$ cat src/design/inlier_gated_line_fit_unit_macros.svh
// assertion macros shared by the inlier gated line fit design files
// no dependencies; included by files that carry concurrent assertions
`ifndef INLIER_GATED_LINE_FIT_UNIT_MACROS_SVH
`define INLIER_GATED_LINE_FIT_UNIT_MACROS_SVH

// same-cycle implication, disabled during reset
`define ILF_ASSERT_NOW(lbl, clk, rstn, ante, cons, msg) \
  lbl: assert property (@(posedge clk) disable iff (!rstn) (ante) |-> (cons)) \
    else $error(msg);

// next-cycle implication, disabled during reset
`define ILF_ASSERT_NEXT(lbl, clk, rstn, ante, cons, msg) \
  lbl: assert property (@(posedge clk) disable iff (!rstn) (ante) |=> (cons)) \
    else $error(msg);

`endif

$ cat src/design/ilf_pkg.sv
// shared types and constants of the inlier gated line fit unit
// no dependencies; used by the top level, controller, datapath and divider
package ilf_pkg;

  localparam int LINE_W     = 32;   // Q16.16 line fields
  localparam int PT_W       = 16;   // Q4.12 point fields
  localparam int TOL_W      = 15;
  localparam int CNT_OUT_W  = 11;
  localparam int PAX_W      = 48;   // slope times x
  localparam int SQ_PT_W    = 32;   // x*x and x*y
  localparam int RES_W      = 50;   // residual in Q.28
  localparam int FRAC_SHIFT = 16;
  localparam int ICPT_SHIFT = 12;
  localparam int N_SHIFT    = 28;

  localparam logic [TOL_W-1:0] TOL_RESET = 15'd102;

  typedef logic [TOL_W-1:0] tol_t;

  typedef struct packed {
    logic signed [PT_W-1:0]   point_x;
    logic signed [PT_W-1:0]   point_y;
    logic signed [LINE_W-1:0] line_slope;
    logic signed [LINE_W-1:0] line_intercept;
    logic                     last_point;
  } point_t;

  typedef struct packed {
    logic signed [LINE_W-1:0] fit_slope;
    logic signed [LINE_W-1:0] fit_intercept;
    logic                     refined;
    logic [CNT_OUT_W-1:0]     inlier_count;
  } fit_t;

  typedef enum logic [3:0] {
    ST_IDLE, ST_ACC, ST_CHK, ST_M1, ST_M2, ST_DEN, ST_M3, ST_M4,
    ST_DIV1_GO, ST_DIV1, ST_M5_GO, ST_M5, ST_DIV2_GO, ST_DIV2, ST_KEEP, ST_FIT
  } ilf_state_e;

  typedef enum logic [2:0] {
    MUL_N_SXX, MUL_SX_SX, MUL_N_SXY, MUL_SX_SY, MUL_A_SX
  } mul_sel_e;

  typedef enum logic {
    DIV_SLOPE, DIV_ICPT
  } div_sel_e;

  typedef struct packed {
    logic     take_point;
    logic     accumulate;
    logic     mul_start;
    mul_sel_e mul_sel;
    logic     div_start;
    div_sel_e div_sel;
    logic     load_result;
    logic     result_refined;
  } ilf_cmd_t;

  typedef struct packed {
    logic mul_done;
    logic div_done;
    logic last;
    logic n_zero;
    logic den_zero;
    logic out_full;
  } ilf_status_t;

endpackage

$ cat src/design/ilf_ctrl.sv
// controller state machine sequencing point intake and the final fit
// depends on ilf_pkg; drives the datapath through command signals
module ilf_ctrl (
  input  logic                 clk_i,
  input  logic                 rst_ni,
  input  logic                 point_valid_i,
  output logic                 point_ready_o,
  input  ilf_pkg::ilf_status_t status_i,
  output ilf_pkg::ilf_cmd_t    cmd_o
);
  import ilf_pkg::*;

  ilf_state_e state_q, state_d;

  // state register
  always_ff @(posedge clk_i or negedge rst_ni) begin
    if (!rst_ni) begin
      state_q <= ST_IDLE;
    end else begin
      state_q <= state_d;
    end
  end

  // next state and commands
  always_comb begin
    state_d              = state_q;
    point_ready_o        = 1'b0;
    cmd_o.take_point     = 1'b0;
    cmd_o.accumulate     = 1'b0;
    cmd_o.mul_start      = 1'b0;
    cmd_o.mul_sel        = MUL_N_SXX;
    cmd_o.div_start      = 1'b0;
    cmd_o.div_sel        = DIV_SLOPE;
    cmd_o.load_result    = 1'b0;
    cmd_o.result_refined = 1'b0;
    case (state_q)
      ST_IDLE: begin
        point_ready_o = 1'b1;
        if (point_valid_i) begin
          cmd_o.take_point = 1'b1;
          state_d          = ST_ACC;
        end
      end
      ST_ACC: begin
        cmd_o.accumulate = 1'b1;
        state_d          = status_i.last ? ST_CHK : ST_IDLE;
      end
      ST_CHK: begin
        if (status_i.n_zero) begin
          state_d = ST_KEEP;
        end else begin
          cmd_o.mul_start = 1'b1;
          cmd_o.mul_sel   = MUL_N_SXX;
          state_d         = ST_M1;
        end
      end
      ST_M1: begin
        if (status_i.mul_done) begin
          cmd_o.mul_start = 1'b1;
          cmd_o.mul_sel   = MUL_SX_SX;
          state_d         = ST_M2;
        end
      end
      ST_M2: begin
        if (status_i.mul_done) begin
          state_d = ST_DEN;
        end
      end
      ST_DEN: begin
        if (status_i.den_zero) begin
          state_d = ST_KEEP;
        end else begin
          cmd_o.mul_start = 1'b1;
          cmd_o.mul_sel   = MUL_N_SXY;
          state_d         = ST_M3;
        end
      end
      ST_M3: begin
        if (status_i.mul_done) begin
          cmd_o.mul_start = 1'b1;
          cmd_o.mul_sel   = MUL_SX_SY;
          state_d         = ST_M4;
        end
      end
      ST_M4: begin
        if (status_i.mul_done) begin
          state_d = ST_DIV1_GO;
        end
      end
      ST_DIV1_GO: begin
        cmd_o.div_start = 1'b1;
        cmd_o.div_sel   = DIV_SLOPE;
        state_d         = ST_DIV1;
      end
      ST_DIV1: begin
        if (status_i.div_done) begin
          state_d = ST_M5_GO;
        end
      end
      ST_M5_GO: begin
        cmd_o.mul_start = 1'b1;
        cmd_o.mul_sel   = MUL_A_SX;
        state_d         = ST_M5;
      end
      ST_M5: begin
        if (status_i.mul_done) begin
          state_d = ST_DIV2_GO;
        end
      end
      ST_DIV2_GO: begin
        cmd_o.div_start = 1'b1;
        cmd_o.div_sel   = DIV_ICPT;
        state_d         = ST_DIV2;
      end
      ST_DIV2: begin
        if (status_i.div_done) begin
          state_d = ST_FIT;
        end
      end
      ST_KEEP: begin
        if (!status_i.out_full) begin
          cmd_o.load_result = 1'b1;
          state_d           = ST_IDLE;
        end
      end
      ST_FIT: begin
        if (!status_i.out_full) begin
          cmd_o.load_result    = 1'b1;
          cmd_o.result_refined = 1'b1;
          state_d              = ST_IDLE;
        end
      end
      default: begin
        state_d = ST_IDLE;
      end
    endcase
  end
endmodule

$ cat config.mk
export PLATFORM = sky130hd
export DESIGN_NAME = ilf_ctrl
export DESIGN_NICKNAME = d
export VERILOG_FILES = /design/src/design/inlier_gated_line_fit_unit_macros.svh /design/src/design/ilf_pkg.sv /design/src/design/ilf_ctrl.sv
export SDC_FILE = /design/constraint.sdc
export NUM_CORES = 1
export LEC_CHECK = 0
export BUFFER_PORTS_ARGS = -buffer_cell sky130_fd_sc_hd__buf_2
export CORE_AREA = 5 5 42 44
export DETAILED_ROUTE_END_ITERATION = 12
export DIE_AREA = 0 0 47 49
export PLACE_DENSITY_LB_ADDON = 0.05
export SKIP_LAST_GASP = 1
export SLEW_MARGIN = 20
export SYNTH_ARGS = -nofsm -noshare
export SYNTH_HDL_FRONTEND = slang
export SYNTH_SLANG_ARGS = --single-unit
$ cat constraint.sdc
create_clock -name clk_i -period 2.4 [get_ports clk_i]
set_clock_uncertainty 0.1 [all_clocks]
set_input_delay 0.24 -clock clk_i [delete_from_list [all_inputs] [get_ports clk_i]]
set_output_delay 0.24 -clock clk_i [all_outputs]
set_load 0.01 [all_outputs]
==> flow_metrics.py, run 1 <==
metrics = {
    "worst_setup_path": {
        "reg2reg_to": "state_q[3]",
        "rr_startpoint": "state_q[2]",
        "r2r_setup_slack_ns": 0.43,
        "reg2reg_depth": 4,
        "cp.arrival_ns": 1.98,
        "crit_buf_inv": 0,
        "cp_slowest_stage_delay_ns": 0.59,
        "crit_slowest_cell": "or4_1",
        "path_delay_family": "simple AND/OR/NAND/NOR gates",
        "crit_type": "flop to flop",
        "cp_max_fo": 17,
        "crit_path_start_kind": "flop",
        "critPathCaptureType": "flop",
        "required_ns": 2.42,
        "path_cells": "or4_1 -> nand4_1 -> o31a_4 -> mux2_4",
    },
    "power": {
        "seqPwrFrac_pct": 25.3,
        "max-vdd-ir-drop_uv": 606.4,
        "power_density_nw_per_um2": 1443,
        "p_int_uw": 465.9,
        "p_sw_uw": 391.9,
        "power_leakage_nw": 0.3047,
        "finalPower_uw": 857.7,
        "p_comb_share_pct": 64.9,
        "switching_share_pct": 45.69,
        "pwr-share-clk_pct": 9.9,
    },
    "flow_run": {
        "maxCapViolCount": 0,
    },
    "timing": {
        "maxSlewViolCount": 0,
        "slew_headroom_pct": 67.65,
        "hold_viol_final": 0,
        "hold_ws_ns": 0.2312,
        "rsz0062_at_grt": "no",
        "fmax_mhz": 508.1,
        "fin_crit_ns": 1.968,
        "setup_violations": 0,
        "final.setup.tns_ns": 0,
        "finalCritPeriodShare_pct": 82.00,
        "tightest_slew_ns": 0.4852,
    },
    "clock_network": {
        "clk_latency_ns": 0.24,
        "cts_buffers": 3,
        "cts.htree.levels": 1,
        "cts_tree": "built",
        "clkTransAtPathRegs_ns": 0.04,
        "cts_buffer_depth": 2,
        "cts_root_buf": "clkbuf_4",
        "cts.repair.resized": 0,
        "clkSinkCount": 4,
    },
    "logic_synthesis": {
        "syn_inst": 56,
        "yosys_most_used_dff": "dfrtp_1",
        "syn-cell-area_um2": 446.7,
        "async_flop_share_pct": 100.0,
        "ys_ff_latch": 4,
        "synth_edf_count": 0,
        "ys_top_cells_by_area": "dfrtp_1 22%, mux2_4 10%, nor3_1 5.6%",
        "avgSynthCellArea_um2": 7.976,
        "syn_nets": 65,
        "synth_top_area_share_pct": 22.41,
        "synth_top_area_cell": "dfrtp_1",
        "yosysUniqueCellTypes": 28,
        "synthTopCellsByCount": "5 x nand2_1, 5 x nor3_1, 4 x clkbuf_1, 4 x dfrtp_1",
        "synth-warning-count": 0,
        "seq_area_frac_synth_pct": 22.41,
    },
    "finish": {
        "largest_reg_flops": 4,
        "diodes": 0,
        "final_nets": 88,
        "largest_register": "state_q",
        "area_growth_pct": 33.05,
        "final_core_util_pct": 42.41,
        "postLayoutCellArea_um2": 594.3,
        "drive_gt1_share_pct": 36.36,
        "reg.largest.list": "state_q x4",
    },
    "floorplanning": {
        "die_area_um2": 2303,
        "die_x_um": 47,
        "start_util_pct": 31.87,
        "io_pins": 20,
        "core-area_um2": 1401,
        "floorplan.die.height_um": 49,
        "rows": 14,
    },
    "place": {
        "place_area_um2": 561.8,
        "port-buffer-count": 19,
        "place.gp.congestion": 0.6868,
        "place_hpwl_um": 868.4,
    },
    "global_routing": {
        "grt_first_pass_wirelength_um": 2001,
        "grt_max_degree": 18,
        "overflow": 0,
        "grt_pass1_vias": 460,
        "antenna_found_initial": 0,
        "grtUsageTotal_pct": 11.44,
    },
    "routing": {
        "num_vias": 483,
        "drt-initial-drc-count": 6,
        "postRouteAntennaNets": 0,
        "via_per_inst": 5.194,
        "drc": 0,
        "routedWlPerCell_um": 12.42,
        "first_pass_iters": 4,
        "wirelength_um": 1155,
    },
    "min_path": {
        "hp-class": "input pin to async pin",
    },
    "run_status": {
        "status": "finished, final reports clean",
    },
}
## metal layers
layer / track usage [%] / vias to the layer above / wire length (µm) / share of wire (%)
met3: 2.583 / 2 / 68 / 5.9
li1: - / 252 / - / -
met2: 17.65 / 13 / 540 / 47
met5: 0 / - / 0 / 0
met1: 15.08 / 216 / 531 / 46
met4: 4.147 / 0 / 14 / 1.2
## cells in the final DEF (no fill, tap or decap), types with 2 or more instances in the layout
cell	netlist	routed
buf_2	0	19
nand2_1	5	5
nor3_1	5	5
dfrtp_1	4	4
nor2b_1	3	3
o21ai_0	3	3
mux2_4	3	3
clkbuf_4	0	3
inv_1	2	2
a21oi_1	2	2
a21o_1	2	2
o22ai_1	2	2
and3_1	2	2
nor3b_1	2	2
and2_1	2	2
mux2i_1	2	2
buf_4	0	2
## kinds of logic (layout without fill, tap and decap cells)
logic type                Yosys count  after routing  synth area share (%)
AOI/OAI and AO/OA                  14             14                 22.41
xor gates and xnor gates            1              1                 1.961
buffers and inverters               6             27                 5.042
DFF                                 4              4                 22.41
muxes                               5              5                 14.57
and+or+nand+nor                    26             26                 33.61
## area by class of cell
| type | count | area, µm² |
|---|---|---|
| inverters | 2 | 7.507 |
| multi-input cells | 46 | 324.1 |
| repair buffers | 22 | 120.1 |
| clock buffers | 3 | 22.52 |
| fillers | 151 | 807.0 |
| flip-flops and latches | 4 | 100.1 |
| well taps | 16 | 20.02 |
## through the flow
step / setup slack, ns / std cells
2_1_floorplan: 0.6705 / 56
3_3_place_gp: 0.3839 / 89
3_5_place_dp: 0.4250 / 89
4_1_cts: 0.4108 / 93
5_1_grt: 0.2226 / 93
6_report: 0.4320 / 93
## how the worst max path moves through the flow
| stage | start | end | slack [ns] | cells after the start |
|---|---|---|---|---|
| finish | state_q[2] | state_q[3] | 0.43 | 4 |
| global route | state_q[0] | cmd_o[7] | 0.22 | 5 |
| CTS | state_q[0] | cmd_o[7] | 0.41 | 5 |
| detailed placement | state_q[2] | state_q[3] | 0.43 | 4 |
| global placement | state_q[1] | state_q[3] | 0.38 | 4 |
| floorplan | state_q[2] | state_q[1] | 0.67 | 4 |
## power groups by stage
stage / Sequential (mW) / Clock [mW] / Combinational, mW
6_report: 0.217 / 0.0846 / 0.556
5_1_grt: 0.235 / 0.0976 / 0.613
4_1_cts: 0.218 / 0.0900 / 0.561
3_5_place_dp: 0.219 / 0 / 0.558
3_3_place_gp: 0.223 / 0 / 0.565
2_1_floorplan: 0.144 / 0 / 0.486
## worst reg2reg max path: cells and delay by family, from the launching register on
family | cells | cell delay, ns
AND/OR/NAND/NOR | 2 | 0.71
AO/OA/AOI/OAI | 1 | 0.19
multiplexers | 1 | 0.30
flip-flops | 1 | 0.54
## repair_timing
item / CTS / global route
buffers inserted: 0 / 0
hold endpoints to repair: 4 / 0
hold buffers: 1 / 0
endpoints found under the setup margin: 0 / 0
No activity file was read; power rests on OpenSTA's default activity.
==> inputs of run 2 (changes only) <==
- clock period: 2.4 -> 1.7 ns (I/O delays scaled with it)
==> flow_metrics.py, run 2 (synthesis gave the netlist of run 1 again) <==
metrics = {
    "run_status": {
        "status": "finished with violations",
        "violations": "negative setup slack",
    },
    "power": {
        "power_leakage_nw": 0.3972,
        "max-vdd-ir-drop_uv": 871.6,
        "power_density_nw_per_um2": 2169,
        "finalPower_mw": 1.666,
    },
    "routing": {
        "first_pass_iters": 4,
        "via_per_inst": 5.339,
        "wirelength_um": 1489,
        "routedWlPerCell_um": 13.66,
        "num_vias": 582,
        "drt-initial-drc-count": 1,
        "drc": 0,
        "postRouteAntennaNets": 0,
    },
    "worst_setup_path": {
        "cp_max_fo": 5,
        "cp.arrival_ns": 1.82,
        "cp_slowest_stage_delay_ns": 0.54,
        "critPathCaptureType": "flop",
        "crit_slowest_cell": "or4_1",
        "path_cells": "or4_1 -> nand4_1 -> o31a_4 -> mux2_4",
        "crit_path_start_kind": "flop",
        "crit_type": "flop to flop",
        "required_ns": 1.72,
    },
    "global_routing": {
        "grt_pass1_vias": 558,
        "antenna_found_initial": 0,
        "grt_max_degree": 13,
        "overflow": 0,
        "grtUsageTotal_pct": 14.72,
        "grt_first_pass_wirelength_um": 2490,
    },
    "timing": {
        "hold_viol_final": 0,
        "fin_crit_ns": 1.800,
        "setup_violations": 5,
        "finalCritPeriodShare_pct": 105.9,
        "tightest_slew_ns": 0.2461,
        "fmax_mhz": 555.5,
        "rsz0062_at_grt": "yes",
        "slew_headroom_pct": 83.42,
        "final.setup.tns_ns": -0.3908,
        "maxSlewViolCount": 0,
        "layout_setup_ws_ns": -0.1002,
    },
    "clock_network": {
        "cts_buffer_depth": 2,
        "clkSinkCount": 4,
        "clk_latency_ns": 0.24,
        "cts_buffers": 3,
        "clkTransAtPathRegs_ns": 0.04,
        "cts_tree": "built",
        "cts_root_buf": "clkbuf_4",
        "cts.htree.levels": 1,
    },
    "place": {
        "dp_cells": 100,
        "post-place-ws_ns": -0.03340,
        "place_hpwl_um": 1114,
        "place.gp.congestion": 0.7407,
        "port-buffer-count": 19,
    },
    "min_path": {
        "hp-class": "input pin to async pin",
    },
    "finish": {
        "largest_register": "state_q",
        "final_nets": 104,
        "largest_reg_flops": 4,
        "diodes": 0,
        "drive_gt1_share_pct": 52.69,
        "area_growth_pct": 71.99,
        "reg.largest.list": "state_q x4",
        "final_common_cell": "buf_2",
        "final_cells": 109,
        "final_cell_mix": "19 x buf_2, 13 x buf_4, 5 x nand2_1, 5 x nor3_1, 5 x buf_6",
    },
    "floorplanning": {
        "core-area_um2": 1401,
        "io_pins": 20,
        "floorplan.die.height_um": 49,
        "rows": 14,
        "die_area_um2": 2303,
        "start_util_pct": 31.87,
        "die_x_um": 47,
    },
    "flow_run": {
        "maxCapViolCount": 0,
    },
}
==> run 2: cell types whose count changed in the layout (fill, tap and decap cells not counted) <==
cell      before  now
buf_4          2   13
buf_6          0    5
dfrtp_1        4    3
dfrtp_2        0    1
nand2b_1       1    0
nand2b_4       0    1
nor3b_1        2    1
nor3b_2        0    1
nor4_1         1    0
nor4_4         0    1
o22ai_1        2    1
o22ai_2        0    1
==> run 2: worst max-delay path, delay by kind of cell (launching register included) <==
kind,cells,cell delay [ns]
flops,1,0.43
mux,1,0.30
compound gates,1,0.19
simple gates,2,0.66
==> run 2: path summary, 6_finish.rpt <==
check | start | end | slack [ns] | cells after the start
max in group asynchronous | rst_ni | state_q[2] | 1.19 | 2
hold reg to reg | state_q[2] | state_q[2] | 0.51 | 1
setup / recovery | state_q[0] | state_q[2] | -0.10 | 4
setup reg to reg | state_q[0] | state_q[2] | -0.10 | 4
min in group clk_i | status_i[1] | state_q[3] | 0.24 | 4
hold / removal | rst_ni | state_q[3] | 0.16 | 2
==> run 2: final cells by class <==
type | instances | area (µm²)
sequential | 4 | 101.3
timing repair buffer | 38 | 259.0
fill | 138 | 633.1
multi-input combinational | 46 | 357.8
inverter | 2 | 7.507
clock buffer | 3 | 22.52
tap | 16 | 20.02
==> run 2: metrics by stage <==
step           util (%)  hold slack [ns]  area (µm²)
6_report          54.82           0.1633       768.2
4_1_cts           52.41           0.1669       734.5
5_1_grt           54.82           0.1729       768.2
2_1_floorplan         -          -0.2256       446.7
3_3_place_gp      45.98          -0.1142       644.4
3_5_place_dp      45.98          -0.1127       644.4
==> run 2: metal layers <==
metal / GRT usage [%] / up-vias / wire length [µm]
met5: 0 / - / 0
met4: 6.912 / 0 / 24
met3: 2.583 / 3 / 61
met2: 23.76 / 17 / 751
met1: 18.02 / 278 / 652
li1: - / 284 / -
==> run 2: report_power, final <==
part           internal (mW)  switching [mW]
clock network         0.0793          0.0438
logic                  0.737           0.583
registers              0.153          0.0707
total                  0.969           0.698
==> run 2: what timing repair did <==
item                                    4_1_cts  5_1_grt
hold buffers                                  1        0
endpoints found under the hold margin         4        0
pin swaps                                     4        4
gates resized for setup                       6        5
endpoints found under the setup margin        7        8
buffers inserted                              3        3
==> inputs of run 3 (changes only) <==
- clock period: 1.7 -> 1.75 ns (I/O delays scaled with it)
==> flow_metrics.py, run 3 (synthesis gave the netlist of run 1 again) <==
metrics = {
    "run_status": {
        "status": "finished with violations",
        "violations": "negative setup slack",
    },
    "finish": {
        "final_nets": 99,
        "area_growth_pct": 63.03,
        "reg.largest.list": "state_q x4",
        "diodes": 0,
        "drive_gt1_share_pct": 52.27,
        "final_common_cell": "buf_2",
        "fillers": 143,
        "register_area_um2": 100.1,
        "largest_register": "state_q",
        "final_core_util_pct": 51.96,
        "multi_input_area_um2": 360.3,
        "largest_reg_flops": 4,
        "final_cell_mix": "19 x buf_2, 9 x buf_4, 5 x nor3_1",
    },
    "timing": {
        "finalCritPeriodShare_pct": 101.5,
        "slew_headroom_pct": 82.77,
        "hold_viol_final": 0,
        "rsz0062_at_grt": "yes",
        "hold_ws_ns": 0.1721,
        "setup_violations": 5,
        "tightest_slew_ns": 0.2557,
        "fin_crit_ns": 1.776,
        "fmax_mhz": 563.0,
        "layout_setup_ws_ns": -0.02608,
        "maxSlewViolCount": 0,
    },
    "routing": {
        "postRouteAntennaNets": 0,
        "num_vias": 551,
        "drc": 0,
        "via_per_inst": 5.298,
        "drt-initial-drc-count": 4,
        "wirelength_um": 1400,
        "first_pass_iters": 4,
        "routedWlPerCell_um": 13.46,
    },
    "floorplanning": {
        "io_pins": 20,
        "rows": 14,
        "floorplan.die.height_um": 49,
        "die_area_um2": 2303,
        "start_util_pct": 31.87,
        "core-area_um2": 1401,
        "die_x_um": 47,
    },
    "power": {
        "power_density_nw_per_um2": 2039,
        "max-vdd-ir-drop_uv": 806.9,
        "power_leakage_nw": 0.3711,
        "finalPower_mw": 1.485,
    },
    "place": {
        "place_hpwl_um": 1026,
        "place.gp.congestion": 0.7370,
        "port-buffer-count": 19,
        "post-place-ws_ns": 0.04019,
    },
    "clock_network": {
        "cts_root_buf": "clkbuf_4",
        "cts_buffer_depth": 2,
        "clkTransAtPathRegs_ns": 0.04,
        "cts.htree.levels": 1,
        "cts_buffers": 3,
        "clkSinkCount": 4,
        "cts_tree": "built",
        "clk_latency_ns": 0.24,
    },
    "worst_setup_path": {
        "required_ns": 1.47,
        "cp.arrival_ns": 1.50,
        "critPathCaptureType": "output port",
        "crit_type": "flop to output port",
        "crit_path_start_kind": "flop",
        "cp_max_fo": 2,
    },
    "global_routing": {
        "antenna_found_initial": 0,
        "grtUsageTotal_pct": 12.99,
        "overflow": 0,
        "grt_max_degree": 11,
        "grt_pass1_vias": 486,
        "grt_first_pass_wirelength_um": 2214,
    },
    "min_path": {
        "hp-class": "input pin to async pin",
    },
    "flow_run": {
        "maxCapViolCount": 0,
    },
}
[run 3: cell types whose count changed in the layout (fill, tap and decap cells not counted), sizes merged]
cell,delta
buf,-5
[run 3: where the power goes]
part           internal [mW]  leakage, nW  switching, mW
clock network         0.0769       0.0138         0.0405
logic                  0.635        0.310          0.528
registers              0.146       0.0473         0.0593
total                  0.858        0.371          0.627
[run 3: metrics by stage]
stage | instance area [µm²] | instances | TNS [ns]
3_3_place_gp | 621.8 | 97 | 0
6_report | 728.2 | 104 | -0.03681
3_5_place_dp | 621.8 | 97 | 0
4_1_cts | 695.7 | 104 | -0.1882
5_1_grt | 728.2 | 104 | -0.4136
2_1_floorplan | 446.7 | 56 | 0
[run 3: worst paths after layout]
path | from | to | slack (ns) | cells after the start
setup / recovery | state_q[1] | cmd_o[7] | -0.03 | 7
hold / removal | rst_ni | state_q[3] | 0.17 | 2
setup reg to reg | state_q[0] | state_q[3] | 0 | 4
hold reg to reg | state_q[2] | state_q[2] | 0.56 | 2
max in group asynchronous | rst_ni | state_q[2] | 1.26 | 2
min in group clk_i | status_i[3] | state_q[1] | 0.26 | 4
[run 3: metal layers]
metal | vias up | routed length (µm) | global-route usage, %
met5 | - | 0 | 0
met4 | 0 | 21 | 8.295
met3 | 3 | 82 | 1.845
met2 | 20 | 638 | 16.74
met1 | 255 | 657 | 19.25
li1 | 273 | - | -
[run 3: area by class of cell]
class | instances | share of cell area (%)
clock buffer | 3 | 3.093
inverter | 2 | 1.031
multi-input combinational | 46 | 49.48
sequential | 4 | 13.75
tap | 16 | 2.749
timing repair buffer | 33 | 29.90
[run 3: what timing repair did]
action                                 CTS  global route
hold buffers                             1             0
endpoints found under the hold margin    4             0
buffers inserted                         3             0
setup endpoints to repair                3             9
resized for setup                        4             7
pin swaps                                3             4
[run 3: worst max-delay path, stage by stage (launching register included)]
cell and delay [ns]:
dfrtp_1 0.39, buf_6 0.13, nand2b_4 0.13, buf_6 0.11, o22ai_2 0.12, and3_4 0.19
a21o_1 0.07, buf_2 0.12
